File: src/rtl/core/mpps_pkg.sv
// ============================================================================
// mpps_pkg : shared constants for the masked pattern patch scanner
// Field widths of the patch result and the configuration register map.
// ============================================================================
`default_nettype none

package mpps_pkg;

	// Patch result: up to eight bytes, byte i at bits 8i+7..8i
	localparam int PATCH_BYTES = 8;
	localparam int PATCH_W     = 8 * PATCH_BYTES;

	// Pattern length register and internal length/fill counts
	localparam int PLEN_W = 4;

	// Configuration port
	localparam int CFG_ADDR_W = 6;
	localparam int CFG_DATA_W = 64;
	localparam int REG_IDX_W  = 3;

	// Register indexes (byte address = 8 * index)
	localparam logic [REG_IDX_W-1:0] REG_PATTERN_LENGTH    = 3'd0;
	localparam logic [REG_IDX_W-1:0] REG_PATTERN_BYTES     = 3'd1;
	localparam logic [REG_IDX_W-1:0] REG_COMPARE_MASK      = 3'd2;
	localparam logic [REG_IDX_W-1:0] REG_REPLACEMENT_BYTES = 3'd3;
	localparam logic [REG_IDX_W-1:0] REG_REPLACE_MASK      = 3'd4;

	// Reset values of the registers
	localparam logic [PLEN_W-1:0]      RST_PATTERN_LENGTH = 4'd1;
	localparam logic [PATCH_BYTES-1:0] RST_COMPARE_MASK   = 8'hFF;

endpackage

`default_nettype wire

File: src/rtl/core/mpps_front.sv
// ============================================================================
// mpps_front : window capture and match detection
// Shift each accepted byte into the window until a match ends the scan,
// compare against the masked pattern and hand each hit to the queue.
// ============================================================================
`default_nettype none

module mpps_front #(
	parameter int MAX_PATTERN_BYTES = 8,
	parameter int ADDRESS_BITS      = 48
) (
	input  wire logic                             clk,
	input  wire logic                             arst_n,
	input  wire logic [mpps_pkg::PLEN_W-1:0]      pattern_length,
	input  wire logic [mpps_pkg::PATCH_W-1:0]     pattern_bytes,
	input  wire logic [mpps_pkg::PATCH_BYTES-1:0] compare_mask,
	input  wire logic                             in_valid,
	output logic                                  in_ready,
	input  wire logic [7:0]                       data_byte,
	input  wire logic [ADDRESS_BITS-1:0]          byte_address,
	input  wire logic                             region_first,
	input  wire logic                             scan_start,
	input  wire logic                             queue_full,
	output logic                                  push,
	output logic [mpps_pkg::PATCH_W-1:0]          hit_window,
	output logic [ADDRESS_BITS-1:0]               hit_address,
	output logic [mpps_pkg::PLEN_W-1:0]           hit_len
);
	import mpps_pkg::*;

	localparam int WIN_W = 8 * MAX_PATTERN_BYTES;

	logic [WIN_W-1:0]       win_q;
	logic [WIN_W-1:0]       win_base;
	logic [WIN_W-1:0]       win_next;
	logic [WIN_W-1:0]       win_shift;
	logic [PATCH_W-1:0]     win_ext;
	logic [PATCH_W-1:0]     aligned;
	logic [PLEN_W-1:0]      fill_q;
	logic [PLEN_W-1:0]      fill_base;
	logic [PLEN_W-1:0]      fill_next;
	logic [PLEN_W-1:0]      len;
	logic [PLEN_W-1:0]      shift_bytes;
	logic [PATCH_BYTES-1:0] byte_en;
	logic [PATCH_BYTES-1:0] mism;
	logic                   found_q;
	logic                   found_eff;
	logic                   clr;
	logic                   accept;
	logic                   hit;

	// Clamp the configured length to 1..MAX_PATTERN_BYTES
	always_comb begin
		priority if (pattern_length == '0) begin
			len = PLEN_W'(1);
		end else if (pattern_length > PLEN_W'(MAX_PATTERN_BYTES)) begin
			len = PLEN_W'(MAX_PATTERN_BYTES);
		end else begin
			len = pattern_length;
		end
	end

	assign in_ready  = ~queue_full;
	assign accept    = in_valid & in_ready;
	assign found_eff = found_q & ~scan_start;
	assign clr       = scan_start | region_first;

	assign win_base  = clr ? '0 : win_q;
	assign fill_base = clr ? '0 : fill_q;
	assign win_next  = (win_base >> 8) | (WIN_W'(data_byte) << (8 * (MAX_PATTERN_BYTES - 1)));
	assign fill_next = (fill_base < PLEN_W'(MAX_PATTERN_BYTES)) ? fill_base + PLEN_W'(1)
	                                                          : fill_base;

	// Bring the newest len bytes down to byte 0
	assign shift_bytes = PLEN_W'(MAX_PATTERN_BYTES) - len;
	assign win_shift   = win_next >> {shift_bytes, 3'b000};
	assign win_ext     = PATCH_W'(win_shift);

	always_comb begin
		for (int i = 0; i < PATCH_BYTES; i++) begin
			byte_en[i]       = PLEN_W'(i) < len;
			aligned[8*i +: 8] = byte_en[i] ? win_ext[8*i +: 8] : 8'h00;
			mism[i]          = byte_en[i] & compare_mask[i] &
			                   (aligned[8*i +: 8] != pattern_bytes[8*i +: 8]);
		end
	end

	assign hit  = ~found_eff & (fill_next >= len) & ~|mism;
	assign push = accept & hit;

	assign hit_window  = aligned;
	assign hit_address = byte_address;
	assign hit_len     = len;

	always_ff @(posedge clk or negedge arst_n) begin
		if (!arst_n) begin
			found_q <= 1'b0;
			fill_q  <= '0;
		end else if (accept) begin
			found_q <= found_eff | hit;
			if (!found_eff) begin
				fill_q <= fill_next;
			end
		end
	end

	always_ff @(posedge clk) begin
		if (accept && !found_eff) begin
			win_q <= win_next;
		end
	end

	a_drop_after_match: assert property (@(posedge clk) disable iff (!arst_n)
		(accept && found_q && !scan_start) |-> !push)
		else $error("hit pushed after a match in the same scan");

	a_match_latched: assert property (@(posedge clk) disable iff (!arst_n)
		push |=> found_q)
		else $error("found flag not set after a hit");

endmodule

`default_nettype wire

File: src/rtl/core/mpps_queue.sv
// ============================================================================
// mpps_queue : short hit queue
// Register-based FIFO between the match front and the patch back end.
// ============================================================================
`default_nettype none

module mpps_queue #(
	parameter int WIDTH = 120,
	parameter int DEPTH = 2
) (
	input  wire logic             clk,
	input  wire logic             arst_n,
	input  wire logic             push,
	input  wire logic [WIDTH-1:0] push_data,
	output logic                  full,
	input  wire logic             pop,
	output logic [WIDTH-1:0]      pop_data,
	output logic                  empty
);
	localparam int PTR_W = (DEPTH > 1) ? $clog2(DEPTH) : 1;
	localparam int CNT_W = $clog2(DEPTH + 1);

	logic [WIDTH-1:0] mem_q [DEPTH];
	logic [PTR_W-1:0] wr_ptr_q;
	logic [PTR_W-1:0] rd_ptr_q;
	logic [CNT_W-1:0] count_q;

	assign full     = count_q == CNT_W'(DEPTH);
	assign empty    = count_q == '0;
	assign pop_data = mem_q[rd_ptr_q];

	always_ff @(posedge clk or negedge arst_n) begin
		if (!arst_n) begin
			wr_ptr_q <= '0;
			rd_ptr_q <= '0;
			count_q  <= '0;
		end else begin
			if (push) begin
				wr_ptr_q <= (wr_ptr_q == PTR_W'(DEPTH - 1)) ? '0 : wr_ptr_q + PTR_W'(1);
			end
			if (pop) begin
				rd_ptr_q <= (rd_ptr_q == PTR_W'(DEPTH - 1)) ? '0 : rd_ptr_q + PTR_W'(1);
			end
			if (push && !pop) begin
				count_q <= count_q + CNT_W'(1);
			end else if (pop && !push) begin
				count_q <= count_q - CNT_W'(1);
			end
		end
	end

	always_ff @(posedge clk) begin
		if (push) begin
			mem_q[wr_ptr_q] <= push_data;
		end
	end

	a_no_overflow: assert property (@(posedge clk) disable iff (!arst_n)
		push |-> (!full || pop))
		else $error("hit queue overflow");

	a_no_underflow: assert property (@(posedge clk) disable iff (!arst_n)
		pop |-> !empty)
		else $error("hit queue underflow");

endmodule

`default_nettype wire

File: src/rtl/core/mpps_back.sv
// ============================================================================
// mpps_back : patch builder and result register
// Merge replacement bytes, form the start address and hold the result word.
// ============================================================================
`default_nettype none

module mpps_back #(
	parameter int ADDRESS_BITS = 48
) (
	input  wire logic                             clk,
	input  wire logic                             arst_n,
	input  wire logic [mpps_pkg::PATCH_W-1:0]     replacement_bytes,
	input  wire logic [mpps_pkg::PATCH_BYTES-1:0] replace_mask,
	input  wire logic                             q_empty,
	output logic                                  q_pop,
	input  wire logic [mpps_pkg::PATCH_W-1:0]     hit_window,
	input  wire logic [ADDRESS_BITS-1:0]          hit_address,
	input  wire logic [mpps_pkg::PLEN_W-1:0]      hit_len,
	output logic                                  out_valid,
	input  wire logic                             out_ready,
	output logic [ADDRESS_BITS-1:0]               match_address,
	output logic [mpps_pkg::PATCH_W-1:0]          patched_window,
	output logic [mpps_pkg::PATCH_BYTES-1:0]      write_mask
);
	import mpps_pkg::*;

	logic [PATCH_BYTES-1:0]  byte_en;
	logic [PATCH_BYTES-1:0]  sel;
	logic [PATCH_W-1:0]      patched;
	logic [ADDRESS_BITS-1:0] start_addr;
	logic                    out_valid_q;
	logic [ADDRESS_BITS-1:0] match_address_q;
	logic [PATCH_W-1:0]      patched_window_q;
	logic [PATCH_BYTES-1:0]  write_mask_q;

	always_comb begin
		for (int i = 0; i < PATCH_BYTES; i++) begin
			byte_en[i]        = PLEN_W'(i) < hit_len;
			sel[i]            = byte_en[i] & replace_mask[i];
			patched[8*i +: 8] = sel[i] ? replacement_bytes[8*i +: 8] : hit_window[8*i +: 8];
		end
	end

	// Length is at least one, so len-1 never wraps
	assign start_addr = hit_address - ADDRESS_BITS'(hit_len - PLEN_W'(1));
	assign q_pop      = ~q_empty & (~out_valid_q | out_ready);

	always_ff @(posedge clk or negedge arst_n) begin
		if (!arst_n) begin
			out_valid_q <= 1'b0;
		end else if (q_pop) begin
			out_valid_q <= 1'b1;
		end else if (out_ready) begin
			out_valid_q <= 1'b0;
		end
	end

	always_ff @(posedge clk) begin
		if (q_pop) begin
			match_address_q  <= start_addr;
			patched_window_q <= patched;
			write_mask_q     <= sel;
		end
	end

	assign out_valid      = out_valid_q;
	assign match_address  = match_address_q;
	assign patched_window = patched_window_q;
	assign write_mask     = write_mask_q;

	a_pop_loads: assert property (@(posedge clk) disable iff (!arst_n)
		q_pop |=> out_valid_q)
		else $error("result register not loaded after pop");

endmodule

`default_nettype wire

File: src/rtl/core/masked_pattern_patch_scanner_core.sv
// ============================================================================
// masked_pattern_patch_scanner_core : wildcard byte signature scan with patch
// Scan a byte stream for a masked pattern and report the first match per scan.
// ============================================================================
// Usage
//   s_axis: one memory byte per word. tdata = {byte_address, data_byte};
//   tuser = {scan_start, region_first}. region_first empties the window,
//   scan_start also re-arms the search after a match.
//   m_axis: one word per match. tdata = {write_mask, patched_window,
//   match_address}, zero padded to whole bytes.
//   APB: five registers at byte addresses 0, 8, 16, 24, 32; writes land in
//   the access phase, reads return the register. Write only while idle.
// Throughput: one input word per cycle while the hit queue is not full, set
//   by the window shift and parallel compare in the front end.
// Path: the accepting edge of a matching byte writes the hit queue; the
//   result register loads from the queue once that register is free or its
//   word is being taken, and m_axis_tvalid is driven from the result register.
// Reset: window empty, no match pending, registers at their defaults
//   (length 1, compare mask all ones, others zero).
// Stall: if m_axis_tready is held low, one hit waits in the result register
//   and up to two more in the hit queue; s_axis_tready drops only while that
//   queue is full.
// ============================================================================
`default_nettype none

module masked_pattern_patch_scanner_core #(
	parameter int MAX_PATTERN_BYTES = 8,
	parameter int ADDRESS_BITS      = 48
) (
	input  wire logic                                    clk,
	input  wire logic                                    arst_n,
	// APB register port
	input  wire logic                                    psel,
	input  wire logic                                    penable,
	input  wire logic                                    pwrite,
	input  wire logic [mpps_pkg::CFG_ADDR_W-1:0]         paddr,
	input  wire logic [mpps_pkg::CFG_DATA_W-1:0]         pwdata,
	output logic [mpps_pkg::CFG_DATA_W-1:0]              prdata,
	output logic                                         pready,
	// input byte stream
	input  wire logic                                    s_axis_tvalid,
	output logic                                         s_axis_tready,
	// tdata: data_byte [7:0], byte_address [8+ADDRESS_BITS-1:8], zero pad
	input  wire logic [((ADDRESS_BITS+15)/8)*8-1:0]      s_axis_tdata,
	// tuser: region_first [0], scan_start [1]
	input  wire logic [1:0]                              s_axis_tuser,
	// match result stream
	output logic                                         m_axis_tvalid,
	input  wire logic                                    m_axis_tready,
	// tdata: match_address, patched_window (64), write_mask (8), zero pad
	output logic [((ADDRESS_BITS+79)/8)*8-1:0]           m_axis_tdata
);
	import mpps_pkg::*;

	localparam int OUT_W = ((ADDRESS_BITS + 79) / 8) * 8;
	localparam int Q_W   = PATCH_W + ADDRESS_BITS + PLEN_W;

	// configuration registers
	logic [PLEN_W-1:0]      pattern_length_q;
	logic [PATCH_W-1:0]     pattern_bytes_q;
	logic [PATCH_BYTES-1:0] compare_mask_q;
	logic [PATCH_W-1:0]     replacement_bytes_q;
	logic [PATCH_BYTES-1:0] replace_mask_q;
	logic                   cfg_wr;
	logic [REG_IDX_W-1:0]   cfg_idx;

	// front to queue
	logic                    push;
	logic [PATCH_W-1:0]      f_window;
	logic [ADDRESS_BITS-1:0] f_address;
	logic [PLEN_W-1:0]       f_len;
	logic                    q_full;
	// queue to back
	logic                    q_pop;
	logic                    q_empty;
	logic [Q_W-1:0]          q_rd;
	// result
	logic [ADDRESS_BITS-1:0] match_address;
	logic [PATCH_W-1:0]      patched_window;
	logic [PATCH_BYTES-1:0]  write_mask;

	// ---------------------------------------------------------------- APB
	assign pready  = 1'b1;
	assign cfg_wr  = psel & penable & pwrite & pready;
	assign cfg_idx = paddr[CFG_ADDR_W-1:3];

	always_ff @(posedge clk or negedge arst_n) begin
		if (!arst_n) begin
			pattern_length_q    <= RST_PATTERN_LENGTH;
			pattern_bytes_q     <= '0;
			compare_mask_q      <= RST_COMPARE_MASK;
			replacement_bytes_q <= '0;
			replace_mask_q      <= '0;
		end else if (cfg_wr) begin
			unique case (cfg_idx)
				REG_PATTERN_LENGTH:    pattern_length_q    <= pwdata[PLEN_W-1:0];
				REG_PATTERN_BYTES:     pattern_bytes_q     <= pwdata;
				REG_COMPARE_MASK:      compare_mask_q      <= pwdata[PATCH_BYTES-1:0];
				REG_REPLACEMENT_BYTES: replacement_bytes_q <= pwdata;
				REG_REPLACE_MASK:      replace_mask_q      <= pwdata[PATCH_BYTES-1:0];
				default: ;  // drop writes beyond the map
			endcase
		end
	end

	always_comb begin
		unique case (cfg_idx)
			REG_PATTERN_LENGTH:    prdata = CFG_DATA_W'(pattern_length_q);
			REG_PATTERN_BYTES:     prdata = pattern_bytes_q;
			REG_COMPARE_MASK:      prdata = CFG_DATA_W'(compare_mask_q);
			REG_REPLACEMENT_BYTES: prdata = replacement_bytes_q;
			REG_REPLACE_MASK:      prdata = CFG_DATA_W'(replace_mask_q);
			default:               prdata = '0;
		endcase
	end

	// ---------------------------------------------------------- front end
	mpps_front #(
		.MAX_PATTERN_BYTES (MAX_PATTERN_BYTES),
		.ADDRESS_BITS      (ADDRESS_BITS)
	) u_front (
		.clk            (clk),
		.arst_n         (arst_n),
		.pattern_length (pattern_length_q),
		.pattern_bytes  (pattern_bytes_q),
		.compare_mask   (compare_mask_q),
		.in_valid       (s_axis_tvalid),
		.in_ready       (s_axis_tready),
		.data_byte      (s_axis_tdata[7:0]),
		.byte_address   (s_axis_tdata[8 +: ADDRESS_BITS]),
		.region_first   (s_axis_tuser[0]),
		.scan_start     (s_axis_tuser[1]),
		.queue_full     (q_full),
		.push           (push),
		.hit_window     (f_window),
		.hit_address    (f_address),
		.hit_len        (f_len)
	);

	// ---------------------------------------------------------- hit queue
	mpps_queue #(
		.WIDTH (Q_W),
		.DEPTH (2)
	) u_queue (
		.clk       (clk),
		.arst_n    (arst_n),
		.push      (push),
		.push_data ({f_len, f_address, f_window}),
		.full      (q_full),
		.pop       (q_pop),
		.pop_data  (q_rd),
		.empty     (q_empty)
	);

	// ----------------------------------------------------------- back end
	mpps_back #(
		.ADDRESS_BITS (ADDRESS_BITS)
	) u_back (
		.clk               (clk),
		.arst_n            (arst_n),
		.replacement_bytes (replacement_bytes_q),
		.replace_mask      (replace_mask_q),
		.q_empty           (q_empty),
		.q_pop             (q_pop),
		.hit_window        (q_rd[PATCH_W-1:0]),
		.hit_address       (q_rd[PATCH_W +: ADDRESS_BITS]),
		.hit_len           (q_rd[PATCH_W + ADDRESS_BITS +: PLEN_W]),
		.out_valid         (m_axis_tvalid),
		.out_ready         (m_axis_tready),
		.match_address     (match_address),
		.patched_window    (patched_window),
		.write_mask        (write_mask)
	);

	// pack the result word, low field first, zero pad on top
	assign m_axis_tdata = OUT_W'({write_mask, patched_window, match_address});

endmodule

`default_nettype wire

File: config.mk
export PLATFORM = sky130hd
export DESIGN_NAME = masked_pattern_patch_scanner_core
export DESIGN_NICKNAME = d
export VERILOG_FILES = /design/src/rtl/core/mpps_pkg.sv /design/src/rtl/core/mpps_front.sv /design/src/rtl/core/mpps_queue.sv /design/src/rtl/core/mpps_back.sv /design/src/rtl/core/masked_pattern_patch_scanner_core.sv
export SDC_FILE = /design/constraint.sdc
export NUM_CORES = 1
export LEC_CHECK = 0
export BUFFER_PORTS_ARGS = -buffer_cell sky130_fd_sc_hd__buf_2
export CORE_ASPECT_RATIO = 1.4
export CORE_MARGIN = 1.5
export CORE_UTILIZATION = 55
export CTS_BUF_LIST = sky130_fd_sc_hd__clkbuf_16
export DETAILED_ROUTE_END_ITERATION = 8
export PLACE_DENSITY = 0.72
export SLEW_MARGIN = 15
export SYNTH_ARGS = -nofsm -noshare
export SYNTH_HDL_FRONTEND = slang
export SYNTH_SLANG_ARGS = --single-unit
File: constraint.sdc
create_clock -name clk -period 14.9 [get_ports clk]
set_clock_uncertainty 0.1 [all_clocks]
set_input_delay 1.49 -clock clk [delete_from_list [all_inputs] [get_ports clk]]
set_output_delay 1.49 -clock clk [all_outputs]
set_load 0.03 [all_outputs]
* After elaboration in Yosys (flattened, before gate mapping)
Memories as Yosys holds them, arrays and structs flattened. Cells that the tools add are included.
Word-level totals: memories kept 1, flip-flop bits (word level) 342, output and inout port bits 187, input bits 135, logic and storage cells 147, bits in writable memories 232
Memory list:
- u_queue.mem_q | words 2, width 116, rd ports 1, clocked after memory_dff 0, wr ports 1, RTL line mpps_queue.sv:23 | logic [WIDTH-1:0] mem_q [DEPTH];
Cells by class: bitwise gates (word level) 41, reduce and logical (&&, ||, !) cells 19, multiplexer cells 30, equal/unequal tests 13, add/sub/neg operators 8, order comparisons 19, shift operators 1
Operators with widths (count):
- one-hot mux 64 bit (5 select lines) | 1
- two-way mux 8 bit | 16
- two-way mux 64 bit | 1
- inequality test 8 bit | 8
- OR 56 x 64 -> 64 bit | 1
- right shift 64 x 7 -> 64 bit | 1
- subtractor 48 bit | 1
- AND 1 bit | 32
- < comparator 3 x 4 -> 1 bit (first input constant) | 8
- < comparator 1 x 4 -> 1 bit (first input constant) | 4
- < comparator 2 x 4 -> 1 bit (first input constant) | 4
- two-way mux 4 bit | 4
- AND reduction 2 bit | 6
- OR reduction 8 bit | 1
- == test 3 x 2 -> 1 bit (second input constant) | 2
- two-way mux 1 bit | 6
- NOT 1 bit | 5
- subtractor 4 x 1 -> 5 bit (second input constant) | 1
- adder 4 x 1 -> 4 bit (second input constant) | 1
- >= comparator 4 bit | 1
- greater-than comparator 4 bit (second input constant) | 1
- zero test 1 bit | 4
- zero test 4 bit | 1
- < comparator 4 bit (second input constant) | 1
- 13 further kinds | 20

* Longest topological paths before layout
word-level depth 16, mapped depth 25, depth with buffers taken out 18

* Modules after synthesis
Synthesis repeated with hierarchy kept, for this count alone.
Unflattened totals: cell total of the unflattened synthesis 2283, area, all modules 28959.0 µm²
Modules (own cells, without submodules):
- mpps_queue | instances 1, area an instance 8668.3 µm², seq. area each 7066.8 µm², cells each 377
- mpps_back | instances 1, area an instance 7170.6 µm², seq. area each 3628.5 µm², cells each 679
- mpps_front | instances 1, area an instance 6670.1 µm², seq. area each 1806.7 µm², cells each 797
- masked_pattern_patch_scanner_core | instances 1, area an instance 6449.9 µm², seq. area each 3714.8 µm², cells each 430

* Worst setup path before layout
OpenSTA, ideal clock, no wires.
kind input to register, start in s_axis_tuser[1], end mem u_queue.mem_q[0][0] in the netlist's numbering, enable pin, slack 4550 ps, data arrival time 9657 ps, stages 18, setup time 593 ps, required time 14207 ps, buffers on the path 5, path through nor2_1 -> clkbuf_1 -> clkbuf_1 -> clkbuf_1 -> clkbuf_1 -> clkbuf_1 -> and2_1 -> ha_1 -> mux2_2 -> ha_1 -> a21o_1 -> a21o_1 -> a21oi_1 -> a311oi_1 -> o21ai_0 -> nor4_2 -> nand4_2 -> nor2_1
Between the ends: elaborated cells on any way between the ends 43, classes of those cells 1 x add/sub; 2 x order compare; 8 x eq/ne; 1 x shift; 13 x mux; 16 x bitwise; 2 x reduce/logical
RTL lines:
- start: declaration | RTL line masked_pattern_patch_scanner_core.sv:46 | input wire logic [1:0] s_axis_tuser,
- OR 1 bit (*) | RTL line mpps_front.sv:66 | assign clr = scan_start | region_first;
- two-way mux 4 bit (*) | RTL line mpps_front.sv:69 | assign fill_base = clr ? '0 : fill_q;
- adder 4 x 1 -> 4 bit / < comparator 4 bit (equally long branches) | RTL line mpps_front.sv:71 | assign fill_next = (fill_base < PLEN_W'(MAX_PATTERN_BYTES)) ? fill_base + PLEN_W'(1)
- two-way mux 4 bit (*) | RTL line mpps_front.sv:71
- named net u_front.fill_next[1] | RTL line mpps_front.sv:41 | logic [PLEN_W-1:0] fill_next;
- >= comparator 4 bit (*) | RTL line mpps_front.sv:88 | assign hit = ~found_eff & (fill_next >= len) & ~|mism;
- AND 1 bit (*) (2 in a row) | RTL line mpps_front.sv:88
- AND 1 bit (*) | RTL line mpps_front.sv:89 | assign push = accept & hit;
- two-way mux 1 bit (*) | RTL line mpps_queue.sv:53 | if (push) begin
- two-way mux 1 bit (not written as such) (*) | RTL line mpps_queue.sv:54 | mem_q[wr_ptr_q] <= push_data;
- end: declaration | RTL line mpps_queue.sv:23
Mark *: on every way through the listed nets, which the timed path passes. The rest lies on a longest branch.

* Worst setup path after layout
start reg pattern_length_q[2], end mem u_queue.mem_q[0][96] in the netlist's numbering, enable pin
Between the ends: longest elaborated chain between the ends 14, elaborated cells on any way between the ends 54, classes of those cells 1 x add/sub; 10 x order compare; 8 x eq/ne; 1 x shift; 12 x mux; 19 x bitwise; 3 x reduce/logical
Ends and longest elaborated chain:
- start: declaration | RTL line masked_pattern_patch_scanner_core.sv:59 | logic [PLEN_W-1:0] pattern_length_q;
- start signal: assignment | RTL line masked_pattern_patch_scanner_core.sv:96 | REG_PATTERN_LENGTH: pattern_length_q <= pwdata[PLEN_W-1:0];
- greater-than comparator 4 bit | RTL line mpps_front.sv:56 | end else if (pattern_length > PLEN_W'(MAX_PATTERN_BYTES)) begin
- two-way mux 4 bit | RTL line mpps_front.sv:56
- two-way mux 4 bit (*) | RTL line mpps_front.sv:54 | priority if (pattern_length == '0) begin
- subtractor 4 bit | RTL line mpps_front.sv:75 | assign shift_bytes = PLEN_W'(MAX_PATTERN_BYTES) - len;
- right shift 64 x 7 -> 64 bit | RTL line mpps_front.sv:76 | assign win_shift = win_next >> {shift_bytes, 3'b000};
- two-way mux 8 bit | RTL line mpps_front.sv:82 | aligned[8*i +: 8] = byte_en[i] ? win_ext[8*i +: 8] : 8'h00;
- inequality test 8 bit | RTL line mpps_front.sv:84 | (aligned[8*i +: 8] != pattern_bytes[8*i +: 8]);
- AND 1 bit | RTL line mpps_front.sv:83 | mism[i] = byte_en[i] & compare_mask[i] &
- OR reduction 8 bit | RTL line mpps_front.sv:88
- zero test 1 bit | RTL line mpps_front.sv:88
- AND 1 bit (*) | RTL line mpps_front.sv:88
- AND 1 bit (*) | RTL line mpps_front.sv:89
- two-way mux 1 bit (*) | RTL line mpps_queue.sv:53
- two-way mux 1 bit (not written as such) (*) | RTL line mpps_queue.sv:54
Mark *: on every way between the ends. The rest lies on a longest branch, timed or not.

==> results.py <==
metrics = {
    "final_layout": {
        "layout-drive-gt1-share_pct": 26.9,
        "layout_common_cells": "408 x edfxtp_1, 316 x buf_2, 195 x mux2_2, 148 x dfrtp_1, 143 x nor2_1",
        "final_area_mm2": 0.0317,
        "fillers": 3781,
        "finalNonFillerCells": 3148,
        "area_delta_synth_final_pct": 14.2,
        "mostFrequentLayoutCell": "edfxtp_1",
        "nets": 2650,
    },
    "sta": {
        "slew_violations": 0,
        "rsz0062_at_grt": "false",
        "max_freq_ghz": 0.134,
        "setup_viol": 0,
        "final_hold_viol_count": 0,
        "maxSlewHeadroom_pct": 26.6,
        "fin_crit_ns": 7.46,
        "tightestPinTransition_ns": 1.07,
        "fin_tns_setup_ns": 0,
        "period_share_pct": 50.0,
    },
    "power": {
        "static-leakage-power_uw": 0.0129,
        "peakVddDrop_mv": 0.129,
        "p_per_area_mw_per_mm2": 186,
    },
    "clock_tree": {
        "cts_tree": "built",
        "clkLatencyLatePin_ns": 0.61,
        "cts_resized": 0,
        "clk_pin_slew_ns": 0.07,
        "cts_made_buffers": 53,
        "cts_max_level": 2,
        "clock-sinks": 566,
        "clock_path_buffers": 3,
        "postCtsHoldBufs": 0,
        "cts_setup_buffers": 0,
        "cts_root_buf": "clkbuf_16",
    },
    "grt": {
        "grt_util_met1_pct": 35.1,
        "grt_pass1_wl_um": 114000,
        "grt_overflow": 0,
        "grt_use_met3_pct": 3.68,
        "met2_usage_pct": 51.7,
        "grt_max_degree": 77,
        "grt_pass1_vias": 19300,
        "antenna_found_initial": 4,
        "top_usage_layer": "met2",
        "grt.total_usage_pct": 29.2,
    },
    "drt": {
        "wire_per_inst_um": 24.3,
        "first_pass_iters": 6,
        "ant_nets": 0,
        "drt_iter0_drc": 1494,
        "avgViaCountPerCell": 6.21,
        "vias": 19500,
        "drc_errors": 0,
        "finalWirelength_um": 76600,
    },
    "worst_setup_path": {
        "worstPathArrival_ns": 7.57,
        "path_class": "reg -> reg",
        "path_max_fanout": 62,
        "crit_required_ns": 15.02,
        "end_kind": "flop",
        "critPathLaunchType": "flop",
    },
    "place": {
        "dpl.hpwl_um": 53700,
        "dpl.cell_count": 3042,
        "io_buffers": 317,
        "place_area_mm2": 0.0299,
        "gp_congestion": 1.00,
    },
    "floorplan": {
        "initial_core_util_pct": 55.6,
        "die_y_um": 269,
        "io_pins": 322,
        "die_w_um": 193,
        "fp.dieArea_mm2": 0.0518,
        "rows": 97,
        "core-area_mm2": 0.0499,
    },
    "synth": {
        "synth_cells": 2173,
        "syn_area_mm2": 0.0277,
        "synth.avg_cell_area_um2": 12.8,
        "ys.flop_type": "edfxtp_1",
        "synth_cell_types": 89,
        "yosys_register_bits": 566,
        "synth_nets": 2368,
        "synth_edf_count": 408,
        "async_flop_share_pct": 27.9,
        "ys.warnings.count": 0,
        "ys_seq_area_share_pct": 58.5,
    },
    "status": {
        "status": "complete, no violations",
    },
    "min_path": {
        "min_path_type": "reg -> reg",
    },
    "run": {
        "maxCapViolations": 0,
    },
}
==> worst max-delay path, cell delays in order, from the launching register on <==
cell,delay [ns]
dfrtp_1,0.72
o21ba_2,0.43
nor2_4,0.05
inv_2,0.57
ha_1,0.69
and2_1,0.53
nor2_1,0.09
buf_4,0.21
nor2_1,0.50
a222oi_1,0.33
xnor2_1,0.22
nor4_1,0.33
a41oi_1,0.22
nor4_2,0.31
nand4_2,0.32
nor2_4,0.54
buf_4,0.82
==> metal layers <==
layer | wire, um | vias up
li1 | - | 8793
met4 | 3650 | 2
met1 | 28100 | 9725
met3 | 5100 | 200
met5 | 8 | -
met2 | 39700 | 823
==> worst paths after layout <==
check	startpoint	endpoint	slack, ns	cells past startpoint
max	pattern_length_q[2]$_DFFE_PN0P_	u_queue.mem_q[0][96]$_DFFE_PP_	7.44	16
min	u_front.found_q$_DFFE_PN0P_	u_front.found_q$_DFFE_PN0P_	0.39	2
max reg2reg	pattern_length_q[2]$_DFFE_PN0P_	u_queue.mem_q[0][96]$_DFFE_PP_	7.44	16
min reg2reg	u_front.found_q$_DFFE_PN0P_	u_front.found_q$_DFFE_PN0P_	0.39	2
max in group asynchronous	arst_n	u_queue.rd_ptr_q$_DFFE_PN0P_	12.70	2
min in group asynchronous	arst_n	replacement_bytes_q[4]$_DFFE_PN0P_	0.74	1
==> flip-flops by register name, summed over array words and instances, names as in the netlist <==
signal                 flops
u_front.found_q            1
u_back.out_valid           1
u_queue.wr_ptr_q           1
u_back.patched_window     64
u_queue.count_q            2
u_back.match_address      48
u_front.fill_q             4
u_queue.rd_ptr_q           1
u_queue.mem_q            232
u_front.win_q             56
replacement_bytes_q       64
pattern_bytes_q           64
compare_mask_q             8
u_back.write_mask          8
pattern_length_q           4
replace_mask_q             8
==> final cells by class <==
cell class | instances | area [um2] | area share [%]
sequential | 566 | 16200 | 51.2
multi-input combinational | 1433 | 10900 | 34.3
timing repair buffer | 345 | 1820 | 5.73
clock buffer | 56 | 1400 | 4.42
tap | 643 | 805 | 2.54
clock inverter | 43 | 358 | 1.13
inverter | 56 | 213 | 0.671
antenna | 6 | 15.0 | 0.0474
==> Yosys cell counts (15+ instances only) <==
cell | instances | area [um2]
o22ai_1 | 19 | 119
clkbuf_1 | 90 | 338
nor2_1 | 146 | 548
ha_1 | 59 | 738
nor2b_1 | 15 | 93.8
xor2_1 | 27 | 236
mux2i_1 | 102 | 1020
and3_1 | 15 | 93.8
a21oi_1 | 126 | 631
a22o_1 | 60 | 526
a21o_1 | 47 | 353
nand3_1 | 26 | 130
a22oi_1 | 24 | 180
a31oi_1 | 20 | 125
nand2_1 | 117 | 439
dfrtp_1 | 149 | 3730
inv_1 | 55 | 206
and2_1 | 64 | 400
mux2_2 | 195 | 2200
nor3_1 | 18 | 90.1
xnor2_1 | 55 | 482
o21ai_0 | 76 | 380
edfxtp_1 | 408 | 12300
==> power by group <==
group | internal [uW] | switching [uW]
clock | 770 | 601
combinational | 777 | 1420
sequential | 2110 | 195
==> cell families (layout without fill, tap and decap cells) <==
kind of cell	after synthesis	in the layout	synth area share, %
AOI/OAI and AO/OA	496	496	12.1
xor gates and xnor gates	83	83	2.65
adders and majority gates	60	60	2.73
buffers and inverters	174	500	2.56
DFF	566	566	58.5
muxes	322	322	13.2
other	1	7	0.0135
and+or+nand+nor	471	471	8.37
==> metrics by stage <==
| step | setup slack, ns | util [%] | power, uW | hold WS (ns) |
|---|---|---|---|---|
| 3_3_place_gp | 7.57 | 59.9 | 4460 | 0.365 |
| 6_report | 7.44 | 63.5 | 5880 | 0.386 |
| 3_5_place_dp | 7.54 | 59.9 | 4510 | 0.382 |
| 2_1_floorplan | 4.55 | - | 3870 | 0.346 |
| 5_1_grt | 7.01 | 63.5 | 6140 | 0.426 |
| 4_1_cts | 7.51 | 63.4 | 5880 | 0.396 |
Power figures use the tool's default switching activity.
